`config.mk`:
```
export PLATFORM = sky130hd
export DESIGN_NAME = rf_burst_envelope_detector_top
export DESIGN_NICKNAME = d
export VERILOG_FILES = /design/src/rtl/rbed_pkg.sv /design/src/rtl/rf_burst_envelope_detector_top.sv /design/src/rtl/rbed_ram.sv /design/src/rtl/rbed_div.sv /design/src/rtl/rbed_ctrl.sv
export VERILOG_INCLUDE_DIRS = /design/src /design/src/rtl
export SDC_FILE = /design/constraint.sdc
export NUM_CORES = 2
export LEC_CHECK = 0
export BUFFER_PORTS_ARGS = -buffer_cell sky130_fd_sc_hd__buf_4
export CORE_MARGIN = 2
export CORE_UTILIZATION = 51
export CTS_CLUSTER_DIAMETER = 30
export DETAILED_ROUTE_END_ITERATION = 8
export PLACE_DENSITY = 0.66
export SLEW_MARGIN = 20
export SYNTH_ARGS = -nofsm -noshare
export SYNTH_HDL_FRONTEND = slang
export SYNTH_SLANG_ARGS = --single-unit
```
`constraint.sdc`:
```
create_clock -name clock -period 10.6 [get_ports clock]
set_input_delay 2.12 -clock clock [delete_from_list [all_inputs] [get_ports clock]]
set_output_delay 2.12 -clock clock [all_outputs]
set_load 0.05 [all_outputs]
```
`src/rtl/assert_macros.svh`:
```
// Assertion helpers shared by the top, divider and controller files.
// Each macro takes a label, the clock, the reset, the property terms and a message.
`ifndef ASSERT_MACROS_SVH
`define ASSERT_MACROS_SVH
`ifndef SYNTHESIS
`define RBED_ASSERT(lbl, clk, rst, prop, msg) \
   lbl: assert property (@(posedge clk) disable iff (rst) (prop)) else $error(msg);
`define RBED_ASSERT_IMP(lbl, clk, rst, ante, cons, msg) \
   lbl: assert property (@(posedge clk) disable iff (rst) (ante) |-> (cons)) else $error(msg);
`define RBED_ASSERT_NXT(lbl, clk, rst, ante, cons, msg) \
   lbl: assert property (@(posedge clk) disable iff (rst) (ante) |=> (cons)) else $error(msg);
`else
`define RBED_ASSERT(lbl, clk, rst, prop, msg)
`define RBED_ASSERT_IMP(lbl, clk, rst, ante, cons, msg)
`define RBED_ASSERT_NXT(lbl, clk, rst, ante, cons, msg)
`endif
`endif

```
`src/rtl/rbed_pkg.sv`:
```
package rbed_pkg;

   // Raw envelope store geometry.
   localparam int RAW_DEPTH = 64;
   localparam int RAW_AW    = $clog2(RAW_DEPTH);
   localparam int LEN_W     = $clog2(RAW_DEPTH + 1);
   localparam int ENV_BINS  = 8;
   localparam int BIN_W     = $clog2(ENV_BINS);

   // Shared divider widths.
   localparam int DVD_W = 16;
   localparam int DVS_W = 9;

   // Stream widths.
   localparam int REQ_TDATA_W = 56;
   localparam int REQ_TUSER_W = 2;
   localparam int RSP_TDATA_W = 136;
   localparam int CSR_IDX_W   = 3;
   localparam int CSR_DATA_W  = 16;

   // Clamp ceiling of a margin and the slot width limit for doubling.
   localparam logic [7:0] MARGIN_MAX     = 8'd255;
   localparam logic [7:0] SPS_DOUBLE_MAX = 8'd64;

   // Configuration register indexes.
   localparam logic [CSR_IDX_W-1:0] REG_ENTER_MARGIN = 3'd0;
   localparam logic [CSR_IDX_W-1:0] REG_EXIT_MARGIN  = 3'd1;
   localparam logic [CSR_IDX_W-1:0] REG_TAIL         = 3'd2;
   localparam logic [CSR_IDX_W-1:0] REG_MIN_BURST    = 3'd3;
   localparam logic [CSR_IDX_W-1:0] REG_MAX_BURST    = 3'd4;
   localparam logic [CSR_IDX_W-1:0] REG_BAND         = 3'd5;

   typedef struct packed {
      logic [7:0]  enter_margin_db;
      logic [7:0]  exit_margin_db;
      logic [15:0] tail_ms;
      logic [15:0] min_burst_ms;
      logic [15:0] max_burst_ms;
      logic [2:0]  band_id;
   } cfg_type;

   typedef struct packed {
      logic              operation;
      logic              sample_valid;
      logic signed [9:0] signal_dbm;
      logic signed [9:0] noise_lvl;
      logic [31:0]       time_ms;
   } item_type;

   typedef struct packed {
      logic              valid;
      logic [31:0]       start_ms;
      logic [15:0]       duration_ms;
      logic signed [9:0] top_sig_lvl;
      logic signed [9:0] open_noise_lvl;
      logic [2:0]        band;
      logic [63:0]       envelope;
   } result_type;

   typedef struct packed {
      logic             start;
      logic [DVD_W-1:0] dividend;
      logic [DVS_W-1:0] divisor;
   } div_req_type;

   typedef struct packed {
      logic             done;
      logic [DVD_W-1:0] quotient;
   } div_rsp_type;

endpackage

```
`src/rtl/rf_burst_envelope_detector_top.sv`:
```
// Channel | Direction | Contents
// req_    | in        | one RSSI sample or flush command per item
// rsp_    | out       | one burst report per item when a valid burst closes
// csr_    | in        | register writes, index and data
//
// An ignored or cold sample is only evaluated, and a warm one also joins the slot sum;
// one that completes a slot goes through the shared 16-step divider, after a fold if full.
// A close walks the store bin by bin, through the single RAM read port and the
// divider; the report then sits in the output register.
// Reset is synchronous and active high; the store needs no clearing pass.
// A stalled report holds the block only when a second report is ready.
`include "assert_macros.svh"

module rf_burst_envelope_detector_top (
   input  logic                               clock,
   input  logic                               reset,
   input  logic                               req_tvalid,
   output logic                               req_tready,
   // signal_dbm, noise_lvl, time_ms, zero pad
   input  logic [rbed_pkg::REQ_TDATA_W-1:0]   req_tdata,
   // operation, sample_valid
   input  logic [rbed_pkg::REQ_TUSER_W-1:0]   req_tuser,
   output logic                               rsp_tvalid,
   input  logic                               rsp_tready,
   // start_ms, duration_ms, top_sig_lvl, open_noise_lvl, band, envelope, zero pad
   output logic [rbed_pkg::RSP_TDATA_W-1:0]   rsp_tdata,
   input  logic                               csr_we,
   input  logic [rbed_pkg::CSR_IDX_W-1:0]     csr_index,
   input  logic [rbed_pkg::CSR_DATA_W-1:0]    csr_wdata
);

   rbed_pkg::cfg_type    cfg_ff, cfg_in;
   rbed_pkg::item_type   item;
   rbed_pkg::result_type res;
   logic                 rsp_valid_ff, rsp_valid_in;
   logic [rbed_pkg::RSP_TDATA_W-1:0] rsp_data_ff, rsp_data_in;
   logic                 out_ready;

   // Register writes.
   always_comb begin
      cfg_in = cfg_ff;
      if (csr_we) begin
         case (csr_index)
            rbed_pkg::REG_ENTER_MARGIN: cfg_in.enter_margin_db = csr_wdata[7:0];
            rbed_pkg::REG_EXIT_MARGIN:  cfg_in.exit_margin_db  = csr_wdata[7:0];
            rbed_pkg::REG_TAIL:         cfg_in.tail_ms         = csr_wdata;
            rbed_pkg::REG_MIN_BURST:    cfg_in.min_burst_ms    = csr_wdata;
            rbed_pkg::REG_MAX_BURST:    cfg_in.max_burst_ms    = csr_wdata;
            rbed_pkg::REG_BAND:         cfg_in.band_id         = csr_wdata[2:0];
            default: begin
            end
         endcase
      end
   end

   // Unpack the input item.
   assign item.operation    = req_tuser[0];
   assign item.sample_valid = req_tuser[1];
   assign item.signal_dbm   = req_tdata[9:0];
   assign item.noise_lvl    = req_tdata[19:10];
   assign item.time_ms      = req_tdata[51:20];

   rbed_ctrl u_ctrl (
      .clock(clock),
      .reset(reset),
      .cfg(cfg_ff),
      .in_valid(req_tvalid),
      .in_ready(req_tready),
      .item(item),
      .res(res),
      .out_ready(out_ready)
   );

   // Output register decouples the report from the consumer.
   assign out_ready = !rsp_valid_ff || rsp_tready;

   always_comb begin
      rsp_valid_in = rsp_valid_ff;
      rsp_data_in  = rsp_data_ff;
      if (out_ready) begin
         rsp_valid_in = res.valid;
         rsp_data_in  = {1'b0, res.envelope, res.band, res.open_noise_lvl,
                         res.top_sig_lvl, res.duration_ms, res.start_ms};
      end
   end

   always_ff @(posedge clock) begin
      if (reset) begin
         cfg_ff.enter_margin_db <= 8'd9;
         cfg_ff.exit_margin_db  <= 8'd4;
         cfg_ff.tail_ms         <= 16'd8;
         cfg_ff.min_burst_ms    <= 16'd4;
         cfg_ff.max_burst_ms    <= 16'd300;
         cfg_ff.band_id         <= 3'd2;
         rsp_valid_ff           <= 1'b0;
      end else begin
         cfg_ff       <= cfg_in;
         rsp_valid_ff <= rsp_valid_in;
      end
   end

   always_ff @(posedge clock) begin
      rsp_data_ff <= rsp_data_in;
   end

   assign rsp_tvalid = rsp_valid_ff;
   assign rsp_tdata  = rsp_data_ff;

   `RBED_ASSERT_NXT(a_busy_after_accept, clock, reset, req_tvalid && req_tready, !req_tready, "second item taken while first in work")

endmodule

```
`src/rtl/rbed_ram.sv`:
```
// Simple dual-port RAM with one write port and a registered read port.
module rbed_ram #(
   parameter int WIDTH = 8,
   parameter int DEPTH = 64
) (
   input  logic                     clock,
   input  logic                     we,
   input  logic [$clog2(DEPTH)-1:0] waddr,
   input  logic [WIDTH-1:0]         wdata,
   input  logic [$clog2(DEPTH)-1:0] raddr,
   output logic [WIDTH-1:0]         rdata
);

   logic [WIDTH-1:0] mem [DEPTH];
   logic [WIDTH-1:0] rdata_ff;

   // Write and registered read.
   always_ff @(posedge clock) begin
      if (we) begin
         mem[waddr] <= wdata;
      end
      rdata_ff <= mem[raddr];
   end

   assign rdata = rdata_ff;

endmodule

```
`src/rtl/rbed_div.sv`:
```
`include "assert_macros.svh"

// Restoring divider, one quotient bit per cycle.
module rbed_div (
   input  logic                 clock,
   input  logic                 reset,
   input  rbed_pkg::div_req_type req,
   output rbed_pkg::div_rsp_type rsp
);

   localparam int CNT_W = $clog2(rbed_pkg::DVD_W);

   logic                       busy_ff, busy_in;
   logic                       done_ff, done_in;
   logic [CNT_W-1:0]           cnt_ff, cnt_in;
   logic [rbed_pkg::DVS_W-1:0] rem_ff, rem_in;
   logic [rbed_pkg::DVD_W-1:0] quo_ff, quo_in;
   logic [rbed_pkg::DVS_W-1:0] dvs_ff, dvs_in;
   logic [rbed_pkg::DVS_W:0]   shifted;
   logic                       fits;

   // One restoring step on the partial remainder.
   assign shifted = {rem_ff, quo_ff[rbed_pkg::DVD_W-1]};
   assign fits    = shifted >= {1'b0, dvs_ff};

   always_comb begin
      busy_in = busy_ff;
      done_in = 1'b0;
      cnt_in  = cnt_ff;
      rem_in  = rem_ff;
      quo_in  = quo_ff;
      dvs_in  = dvs_ff;
      if (req.start) begin
         busy_in = 1'b1;
         cnt_in  = '0;
         rem_in  = '0;
         quo_in  = req.dividend;
         dvs_in  = req.divisor;
      end else if (busy_ff) begin
         rem_in = fits ? rbed_pkg::DVS_W'(shifted - {1'b0, dvs_ff})
                       : shifted[rbed_pkg::DVS_W-1:0];
         quo_in = {quo_ff[rbed_pkg::DVD_W-2:0], fits};
         cnt_in = cnt_ff + 1'b1;
         if (cnt_ff == CNT_W'(rbed_pkg::DVD_W - 1)) begin
            busy_in = 1'b0;
            done_in = 1'b1;
         end
      end
   end

   // Control state.
   always_ff @(posedge clock) begin
      if (reset) begin
         busy_ff <= 1'b0;
         done_ff <= 1'b0;
         cnt_ff  <= '0;
      end else begin
         busy_ff <= busy_in;
         done_ff <= done_in;
         cnt_ff  <= cnt_in;
      end
   end

   // Datapath.
   always_ff @(posedge clock) begin
      rem_ff <= rem_in;
      quo_ff <= quo_in;
      dvs_ff <= dvs_in;
   end

   assign rsp.done     = done_ff;
   assign rsp.quotient = quo_ff;

   `RBED_ASSERT_IMP(a_start_idle, clock, reset, req.start, !busy_ff, "divider started while busy")

endmodule

```
`src/rtl/rbed_ctrl.sv`:
```
`include "assert_macros.svh"

// Burst tracker: per-item decisions, slot averaging, store folding and
// envelope reduction around the raw envelope RAM and the shared divider.
module rbed_ctrl (
   input  logic                 clock,
   input  logic                 reset,
   input  rbed_pkg::cfg_type    cfg,
   input  logic                 in_valid,
   output logic                 in_ready,
   input  rbed_pkg::item_type   item,
   output rbed_pkg::result_type res,
   input  logic                 out_ready
);

   localparam int LW = rbed_pkg::LEN_W;
   localparam int AW = rbed_pkg::RAW_AW;
   localparam int PW = rbed_pkg::LEN_W + 4;

   typedef enum logic [4:0] {
      ST_IDLE, ST_EVAL, ST_ACC, ST_FOLD_RD0, ST_FOLD_RD1, ST_FOLD_WR,
      ST_SLOT_DIV, ST_SLOT_WAIT, ST_CLOSE, ST_CLOSE_CHK, ST_BIN, ST_BIN_RD,
      ST_BIN_ACC, ST_BIN_DIV, ST_BIN_WAIT, ST_NORM_DIV, ST_NORM_WAIT, ST_EMIT
   } state_type;

   state_type state_ff, state_in;

   // Burst state.
   rbed_pkg::item_type item_ff, item_in;
   logic               open_ff, open_in;
   logic               supp_ff, supp_in;
   logic [31:0]        start_ff, start_in;
   logic [31:0]        warm_ff, warm_in;
   logic signed [9:0]  peak_ff, peak_in;
   logic signed [9:0]  flr_ff, flr_in;
   logic [LW-1:0]      len_ff, len_in;
   logic [7:0]         sps_ff, sps_in;
   logic [7:0]         fill_ff, fill_in;
   logic [15:0]        sum_ff, sum_in;

   // Working registers.
   logic [7:0]               m_ff, m_in;
   logic                     closing_ff, closing_in;
   logic [LW-1:0]            idx_ff, idx_in;
   logic [LW-1:0]            lo_ff, lo_in;
   logic [LW-1:0]            hi_ff, hi_in;
   logic [rbed_pkg::BIN_W-1:0] bin_ff, bin_in;
   logic [15:0]              bsum_ff, bsum_in;
   logic [7:0]               half_ff, half_in;
   logic [7:0]               v_ff [rbed_pkg::ENV_BINS];
   logic [7:0]               v_in [rbed_pkg::ENV_BINS];
   logic [7:0]               bpeak_ff, bpeak_in;
   logic [63:0]              env_ff, env_in;

   // Memory and divider ports.
   logic                  ram_we;
   logic [AW-1:0]         ram_waddr, ram_raddr;
   logic [7:0]            ram_wdata, ram_rdata;
   rbed_pkg::div_req_type div_req;
   rbed_pkg::div_rsp_type div_rsp;

   // Decision terms of one sample.
   logic signed [10:0] margin;
   logic               hot, warm, quiet, over, dur_ok;
   logic [7:0]         clamped;
   logic [31:0]        t, dur;
   logic [15:0]        acc_sum;
   logic [7:0]         acc_fill, q8;
   logic [PW-1:0]      lo_prod, hi_prod;
   logic [LW-1:0]      lo_raw, hi_raw, hi_adj, hi_bin, lo_bin, idx_nxt;
   logic [8:0]         pair_sum;

   rbed_ram #(.WIDTH(8), .DEPTH(rbed_pkg::RAW_DEPTH)) u_store (
      .clock(clock),
      .we(ram_we),
      .waddr(ram_waddr),
      .wdata(ram_wdata),
      .raddr(ram_raddr),
      .rdata(ram_rdata)
   );

   rbed_div u_div (
      .clock(clock),
      .reset(reset),
      .req(div_req),
      .rsp(div_rsp)
   );

   assign t      = item_ff.time_ms;
   assign margin = 11'(item_ff.signal_dbm) - 11'(item_ff.noise_lvl);
   assign hot    = margin >= $signed({3'b000, cfg.enter_margin_db});
   assign warm   = margin >= $signed({3'b000, cfg.exit_margin_db});
   assign quiet  = (t - warm_ff) >= {16'd0, cfg.tail_ms};
   assign over   = (t - start_ff) > {16'd0, cfg.max_burst_ms};
   assign dur    = warm_ff - start_ff;
   assign dur_ok = !(dur < {16'd0, cfg.min_burst_ms}) && !(dur > {16'd0, cfg.max_burst_ms});

   // Margin clamped to a byte.
   always_comb begin
      if (margin[10]) begin
         clamped = 8'd0;
      end else if (margin[9:8] != 2'b00) begin
         clamped = rbed_pkg::MARGIN_MAX;
      end else begin
         clamped = margin[7:0];
      end
   end

   assign acc_sum  = sum_ff + {8'd0, m_ff};
   assign acc_fill = fill_ff + 8'd1;
   assign q8       = div_rsp.quotient[7:0];
   assign idx_nxt  = idx_ff + 1'b1;
   assign pair_sum = {1'b0, half_ff} + {1'b0, ram_rdata};

   // Slice bounds of the current envelope bin.
   assign lo_prod = PW'(bin_ff) * PW'(len_ff);
   assign hi_prod = PW'({1'b0, bin_ff} + 4'd1) * PW'(len_ff);
   assign lo_raw  = lo_prod[LW+2:3];
   assign hi_raw  = hi_prod[LW+2:3];
   assign hi_adj  = (hi_raw <= lo_raw) ? LW'(lo_raw + 1'b1) : hi_raw;
   assign hi_bin  = (hi_adj > len_ff) ? len_ff : hi_adj;
   assign lo_bin  = (lo_raw >= len_ff) ? LW'(len_ff - 1'b1) : lo_raw;

   // Sequencer.
   always_comb begin
      state_in   = state_ff;
      item_in    = item_ff;
      open_in    = open_ff;
      supp_in    = supp_ff;
      start_in   = start_ff;
      warm_in    = warm_ff;
      peak_in    = peak_ff;
      flr_in     = flr_ff;
      len_in     = len_ff;
      sps_in     = sps_ff;
      fill_in    = fill_ff;
      sum_in     = sum_ff;
      m_in       = m_ff;
      closing_in = closing_ff;
      idx_in     = idx_ff;
      lo_in      = lo_ff;
      hi_in      = hi_ff;
      bin_in     = bin_ff;
      bsum_in    = bsum_ff;
      half_in    = half_ff;
      v_in       = v_ff;
      bpeak_in   = bpeak_ff;
      env_in     = env_ff;
      ram_we     = 1'b0;
      ram_waddr  = '0;
      ram_wdata  = '0;
      ram_raddr  = '0;
      div_req    = '0;
      case (state_ff)
         ST_IDLE: begin
            if (in_valid) begin
               item_in  = item;
               state_in = ST_EVAL;
            end
         end
         ST_EVAL: begin
            state_in = ST_IDLE;
            if (item_ff.operation) begin
               if (open_ff) begin
                  if (t > warm_ff) begin
                     warm_in = t;
                  end
                  state_in = ST_CLOSE;
               end
            end else if (item_ff.sample_valid) begin
               if (!open_ff) begin
                  if (supp_ff) begin
                     if (warm) begin
                        warm_in = t;
                     end else if (quiet) begin
                        supp_in = 1'b0;
                     end
                  end else if (hot) begin
                     open_in    = 1'b1;
                     start_in   = t;
                     warm_in    = t;
                     peak_in    = item_ff.signal_dbm;
                     flr_in     = item_ff.noise_lvl;
                     len_in     = '0;
                     sps_in     = 8'd1;
                     fill_in    = '0;
                     sum_in     = '0;
                     m_in       = clamped;
                     closing_in = 1'b0;
                     state_in   = ST_ACC;
                  end
               end else begin
                  if (item_ff.signal_dbm > peak_ff) begin
                     peak_in = item_ff.signal_dbm;
                  end
                  if (!warm && quiet) begin
                     state_in = ST_CLOSE;
                  end else begin
                     if (warm) begin
                        warm_in    = t;
                        m_in       = clamped;
                        closing_in = 1'b0;
                        state_in   = ST_ACC;
                     end
                     if (over) begin
                        open_in = 1'b0;
                        supp_in = 1'b1;
                     end
                  end
               end
            end
         end
         ST_ACC: begin
            sum_in  = acc_sum;
            fill_in = acc_fill;
            if (acc_fill < sps_ff) begin
               state_in = ST_IDLE;
            end else if (len_ff >= LW'(rbed_pkg::RAW_DEPTH)) begin
               idx_in   = '0;
               state_in = ST_FOLD_RD0;
            end else begin
               state_in = ST_SLOT_DIV;
            end
         end
         ST_FOLD_RD0: begin
            ram_raddr = {idx_ff[AW-2:0], 1'b0};
            state_in  = ST_FOLD_RD1;
         end
         ST_FOLD_RD1: begin
            ram_raddr = {idx_ff[AW-2:0], 1'b1};
            half_in   = ram_rdata;
            state_in  = ST_FOLD_WR;
         end
         ST_FOLD_WR: begin
            ram_we    = 1'b1;
            ram_waddr = idx_ff[AW-1:0];
            ram_wdata = pair_sum[8:1];
            idx_in    = idx_nxt;
            if (idx_nxt == (len_ff >> 1)) begin
               len_in = len_ff >> 1;
               if (sps_ff <= rbed_pkg::SPS_DOUBLE_MAX) begin
                  sps_in = sps_ff << 1;
               end
               state_in = ST_SLOT_DIV;
            end else begin
               state_in = ST_FOLD_RD0;
            end
         end
         ST_SLOT_DIV: begin
            div_req.start    = 1'b1;
            div_req.dividend = sum_ff;
            div_req.divisor  = {1'b0, fill_ff};
            state_in         = ST_SLOT_WAIT;
         end
         ST_SLOT_WAIT: begin
            if (div_rsp.done) begin
               ram_we    = 1'b1;
               ram_waddr = len_ff[AW-1:0];
               ram_wdata = q8;
               len_in    = len_ff + 1'b1;
               sum_in    = '0;
               fill_in   = '0;
               state_in  = closing_ff ? ST_CLOSE_CHK : ST_IDLE;
            end
         end
         ST_CLOSE: begin
            open_in = 1'b0;
            if (fill_ff != 8'd0 && len_ff < LW'(rbed_pkg::RAW_DEPTH)) begin
               closing_in = 1'b1;
               state_in   = ST_SLOT_DIV;
            end else begin
               state_in = ST_CLOSE_CHK;
            end
         end
         ST_CLOSE_CHK: begin
            closing_in = 1'b0;
            if (!dur_ok) begin
               state_in = ST_IDLE;
            end else if (len_ff == '0) begin
               env_in   = '0;
               state_in = ST_EMIT;
            end else begin
               bin_in   = '0;
               bpeak_in = '0;
               state_in = ST_BIN;
            end
         end
         ST_BIN: begin
            idx_in   = lo_bin;
            lo_in    = lo_bin;
            hi_in    = hi_bin;
            bsum_in  = '0;
            state_in = ST_BIN_RD;
         end
         ST_BIN_RD: begin
            ram_raddr = idx_ff[AW-1:0];
            state_in  = ST_BIN_ACC;
         end
         ST_BIN_ACC: begin
            bsum_in  = bsum_ff + {8'd0, ram_rdata};
            idx_in   = idx_nxt;
            state_in = (idx_nxt == hi_ff) ? ST_BIN_DIV : ST_BIN_RD;
         end
         ST_BIN_DIV: begin
            div_req.start    = 1'b1;
            div_req.dividend = bsum_ff;
            div_req.divisor  = rbed_pkg::DVS_W'(hi_ff - lo_ff);
            state_in         = ST_BIN_WAIT;
         end
         ST_BIN_WAIT: begin
            if (div_rsp.done) begin
               v_in[bin_ff] = q8;
               if (q8 > bpeak_ff) begin
                  bpeak_in = q8;
               end
               if (bin_ff == rbed_pkg::BIN_W'(rbed_pkg::ENV_BINS - 1)) begin
                  bin_in = '0;
                  if (q8 == 8'd0 && bpeak_ff == 8'd0) begin
                     env_in   = '0;
                     state_in = ST_EMIT;
                  end else begin
                     state_in = ST_NORM_DIV;
                  end
               end else begin
                  bin_in   = bin_ff + 1'b1;
                  state_in = ST_BIN;
               end
            end
         end
         ST_NORM_DIV: begin
            // Scale by 255 as a shift and subtract.
            div_req.start    = 1'b1;
            div_req.dividend = {v_ff[bin_ff], 8'd0} - {8'd0, v_ff[bin_ff]};
            div_req.divisor  = {1'b0, bpeak_ff};
            state_in         = ST_NORM_WAIT;
         end
         ST_NORM_WAIT: begin
            if (div_rsp.done) begin
               env_in[{bin_ff, 3'b000} +: 8] = q8;
               if (bin_ff == rbed_pkg::BIN_W'(rbed_pkg::ENV_BINS - 1)) begin
                  state_in = ST_EMIT;
               end else begin
                  bin_in   = bin_ff + 1'b1;
                  state_in = ST_NORM_DIV;
               end
            end
         end
         ST_EMIT: begin
            if (out_ready) begin
               state_in = ST_IDLE;
            end
         end
         default: begin
            state_in = ST_IDLE;
         end
      endcase
   end

   // State machine and burst state.
   always_ff @(posedge clock) begin
      if (reset) begin
         state_ff   <= ST_IDLE;
         open_ff    <= 1'b0;
         supp_ff    <= 1'b0;
         start_ff   <= '0;
         warm_ff    <= '0;
         peak_ff    <= '0;
         flr_ff     <= '0;
         len_ff     <= '0;
         sps_ff     <= 8'd1;
         fill_ff    <= '0;
         sum_ff     <= '0;
         closing_ff <= 1'b0;
      end else begin
         state_ff   <= state_in;
         open_ff    <= open_in;
         supp_ff    <= supp_in;
         start_ff   <= start_in;
         warm_ff    <= warm_in;
         peak_ff    <= peak_in;
         flr_ff     <= flr_in;
         len_ff     <= len_in;
         sps_ff     <= sps_in;
         fill_ff    <= fill_in;
         sum_ff     <= sum_in;
         closing_ff <= closing_in;
      end
   end

   // Working datapath registers.
   always_ff @(posedge clock) begin
      item_ff  <= item_in;
      m_ff     <= m_in;
      idx_ff   <= idx_in;
      lo_ff    <= lo_in;
      hi_ff    <= hi_in;
      bin_ff   <= bin_in;
      bsum_ff  <= bsum_in;
      half_ff  <= half_in;
      v_ff     <= v_in;
      bpeak_ff <= bpeak_in;
      env_ff   <= env_in;
   end

   assign in_ready           = state_ff == ST_IDLE;
   assign res.valid          = state_ff == ST_EMIT;
   assign res.start_ms       = start_ff;
   assign res.duration_ms    = dur[15:0];
   assign res.top_sig_lvl    = peak_ff;
   assign res.open_noise_lvl = flr_ff;
   assign res.band           = cfg.band_id;
   assign res.envelope       = env_ff;

   `RBED_ASSERT(a_len_bound, clock, reset, len_ff <= LW'(rbed_pkg::RAW_DEPTH), "store length past depth")
   `RBED_ASSERT(a_sps_pow2, clock, reset, $onehot(sps_ff), "slot width not a power of two")
   `RBED_ASSERT_IMP(a_fill_below, clock, reset, state_ff == ST_IDLE, fill_ff < sps_ff, "slot overfilled at rest")

endmodule
```
==> results.txt <==
Max-Cap Viols: 0
# setup viols final: 0
Status: finished clean
ANT cells: 0
Synth top area share: 48.6%
Avg Vias per Cell: 5.79
TNS Setup: 0 ns
Total power: 0.0138 W
Lkg Pwr: 27.1 nW
Post-DRT Antenna Nets: 0
Post_cts resized: 0
Initial Util: 51.3%
First-pass GRT wire length: 233,000 um
CP arrival: 8.28 ns
Die area: 114,000 um^2
Rows: 122
Worst Skew: 0.0349 ns
Crit path capture type: flip-flop
Footprint of the multi-input gates: 22,800 um^2
Hold Crit Class: reg -> reg
DRC: 0
Synthesized flop and latch total: 1,140
Mean Syn Cell Area: 10.7 um^2
Largest net degree at the start of global routing: 181
Die W: 338 um
Filler cells: 8,909
Htree depth: 4
Cell taking the most area after synthesis: edfxtp_1
Main flop type after synthesis: edfxtp_1
WP data required: 11.16 ns
Clk sinks: 1,140
Via count: 42,093
Cell variety after synth: 97
Least-Margin Pin Slew: 1.03 ns
RSZ-0062 raised after global routing: no
Nets@finish: 5,972
Final period util: 72.8%
Core Area: 111,000 um^2
Setup repair bufs after CTS: 0
IO Port Bufs: 214
Global Route Usage Sum: 26.3%
Final wirelength: 152,000 um
I/O pin cnt: 220
Max stage delay on crit path: 0.85 ns
Gr ovfl total: 0
DP HPWL: 97,900 um
Register area share after synthesis: 56.4%
Pwr/cell area: 202 nW/um^2
Area after DPL: 59,800 um^2
Clock root cell: clkbuf_16
Mapped cell area: 56,700 um^2
Min cycle time layout: 7.72 ns
Hold-fix buffers, CTS: 0
Gpl congestion: 0.945
Post-synth EDFFs: 918
Initial antenna violation count: 2
Synth top area cells: edfxtp_1, dfxtp_1, ha_1, nand2_1, a21oi_1
Vias in the first global route: 40,567
Startpoint Class: flip-flop
Num CTS Buffers: 237
CP bufs+invs: 1
Hold Fails Final Rpt: 0
Fin util: 61.8%
Worst VDD drop: 0.276 mV
Synthesized Nets: 5,723
Worst skew pair latency: 0.84 ns
Asr flop ratio synth: 0%
Final Cell Area: 68,300 um^2
Warnings, synthesis: 0
Syn Inst Count: 5,317
Clock Tree Buf Depth: 3
Reg area: 32,000 um^2
Worst-path fanout max: 22
Layout cells sized above 1: 13.4%
Initial DRC Count: 3,951
P&R area growth vs syn: 20.4%
Slowest cell on the critical path: edfxtp_1
CP top delay family: compound AO/OA/AOI/OAI gates
Setup Crit Path Kind: reg -> reg
Die height: 338 um
Drt wl/cell: 20.9 um
Highest clock rate: 130 MHz
TritonRoute pass-1 iters: 8
Final Slew Violations: 0
Reg clk slew, reported paths: 0.05 ns
TritonCTS clock tree: built
Worst rel slew slack: 30.8%
[worst reg2reg max path: stages (launching register included)]
cell and delay [ns]:
edfxtp_1 0.85, nand2_1 0.39, nor2_1 0.30, nand2_1 0.12, fa_1 0.53, fa_1 0.61, inv_1 0.06, ha_1 0.29
a41o_1 0.21, a21oi_1 0.21, nor2b_1 0.07, o21a_1 0.18, o21ai_0 0.15, nand2b_1 0.07, a21oi_1 0.17, xnor2_1 0.16
ha_1 0.28, and4_1 0.20, a41oi_1 0.61, mux2_2 0.43, ha_1 0.29, a21oi_1 0.13, nor2b_1 0.05, o21ai_0 0.13
o21ai_0 0.10, nor2_1 0.16, o21bai_1 0.31, mux2_2 0.40
[layout by cell type, fill, tap and decap left out, types with 32 or more instances in the layout]
cell	netlist	layout
edfxtp_1	918	918
nand2_1	916	914
nor2_1	406	406
a21oi_1	345	344
nand3_1	326	325
ha_1	299	299
inv_1	281	281
buf_4	2	262
clkbuf_16	0	243
dfxtp_1	222	222
o21ai_0	144	139
mux2i_1	115	115
xnor2_1	93	93
a21o_1	78	77
and3_1	74	73
a311oi_1	72	72
xor2_1	66	66
nor3_1	52	48
clkinv_2	0	43
a31oi_1	42	42
nand4_1	42	42
nor2b_1	37	37
and2_1	37	36
o21a_1	36	36
bufinv_16	0	36
nand2b_1	33	32
clkinv_4	0	32
[per-layer routing]
| layer | wire length (um) | vias up | track usage (%) | part of all wire (%) |
|---|---|---|---|---|
| met5 | 20 | - | 0 | 0.013 |
| li1 | - | 19856 | - | - |
| met2 | 71100 | 1574 | 42.3 | 47 |
| met4 | 3880 | 4 | 8.78 | 2.6 |
| met3 | 10900 | 254 | 4.66 | 7.2 |
| met1 | 65800 | 20405 | 36.1 | 43 |
[through the flow]
step	worst slack (ns)	instances	hold slack, ns
after floorplan	3.58	5317	0.408
after CTS	2.83	7266	0.428
final	2.88	7266	0.426
after detailed placement	2.88	6815	0.416
after global routing	2.19	7266	0.432
after global placement	2.77	6815	0.413
[synthesized netlist by cell type, types with 52 or more instances]
cell type	number
ha_1	299
clkbuf_1	181
edfxtp_1	918
inv_1	281
mux2i_1	115
and3_1	74
o21ai_0	144
xnor2_1	93
a21oi_1	345
nor2_1	406
dfxtp_1	222
nand3_1	326
a311oi_1	72
nor3_1	52
a21o_1	78
xor2_1	66
nand2_1	916
[registers in the layout (all words and copies together), names as in the netlist, 10 cells and up]
signal	count
u_ctrl.peak_ff	10
u_ctrl.t	32
rsp_tdata	135
u_ctrl.start_ff	32
u_ctrl.bsum_ff	16
u_ctrl.flr_ff	10
cfg_ff	67
u_ctrl.sum_ff	16
u_ctrl.v_ff	64
u_ctrl.env_ff	64
u_ctrl.item_ff	22
u_ctrl.warm_ff	32
u_ctrl.u_div.quo_ff	16
u_ctrl.u_store.mem	512
[path summary, 6_finish.rpt]
kind / startpoint / end / slack (ns) / depth (start not counted)
hold / removal: cfg_ff[2]$_SDFFE_PP0P_ / rsp_tdata[70]$_DFFE_PN_ / 0.43 / 0
hold reg to reg: cfg_ff[2]$_SDFFE_PP0P_ / rsp_tdata[70]$_DFFE_PN_ / 0.43 / 0
setup / recovery: u_ctrl.bin_ff[2]$_SDFFCE_PN0P_ / u_ctrl.hi_ff[2]$_DFFE_PP_ / 2.88 / 27
setup reg to reg: u_ctrl.bin_ff[2]$_SDFFCE_PN0P_ / u_ctrl.hi_ff[2]$_DFFE_PP_ / 2.88 / 27
[power breakdown]
group / total, W / switching [W] / internal (W) / leakage [nW]
registers: 0.00492 / 0.0000523 / 0.00487 / 11.7
logic: 0.00121 / 0.000763 / 0.000451 / 11.3
clock network: 0.00769 / 0.00254 / 0.00516 / 4.11
[cell type report]
cell class / instances / area share, %
clock inverters: 179 / 3.25
flip-flops and latches: 1140 / 46.9
well taps: 1488 / 2.73
clock buffers: 272 / 9.22
inverters: 286 / 1.57
repair buffers: 266 / 2.98
multi-input cells: 3635 / 33.4
[kinds of logic after synthesis]
family	Yosys count	share of synthesized area, %
AOI/OAI and AO/OA	1001	11.6
xor gates and xnor gates	159	2.45
adders and majority gates	324	7.47
buffers and inverters	542	3.69
DFF	1140	56.4
muxes	147	2.77
other	1	0.00661
and+or+nand+nor	2003	15.6
(Power assumes the default switching activity.)
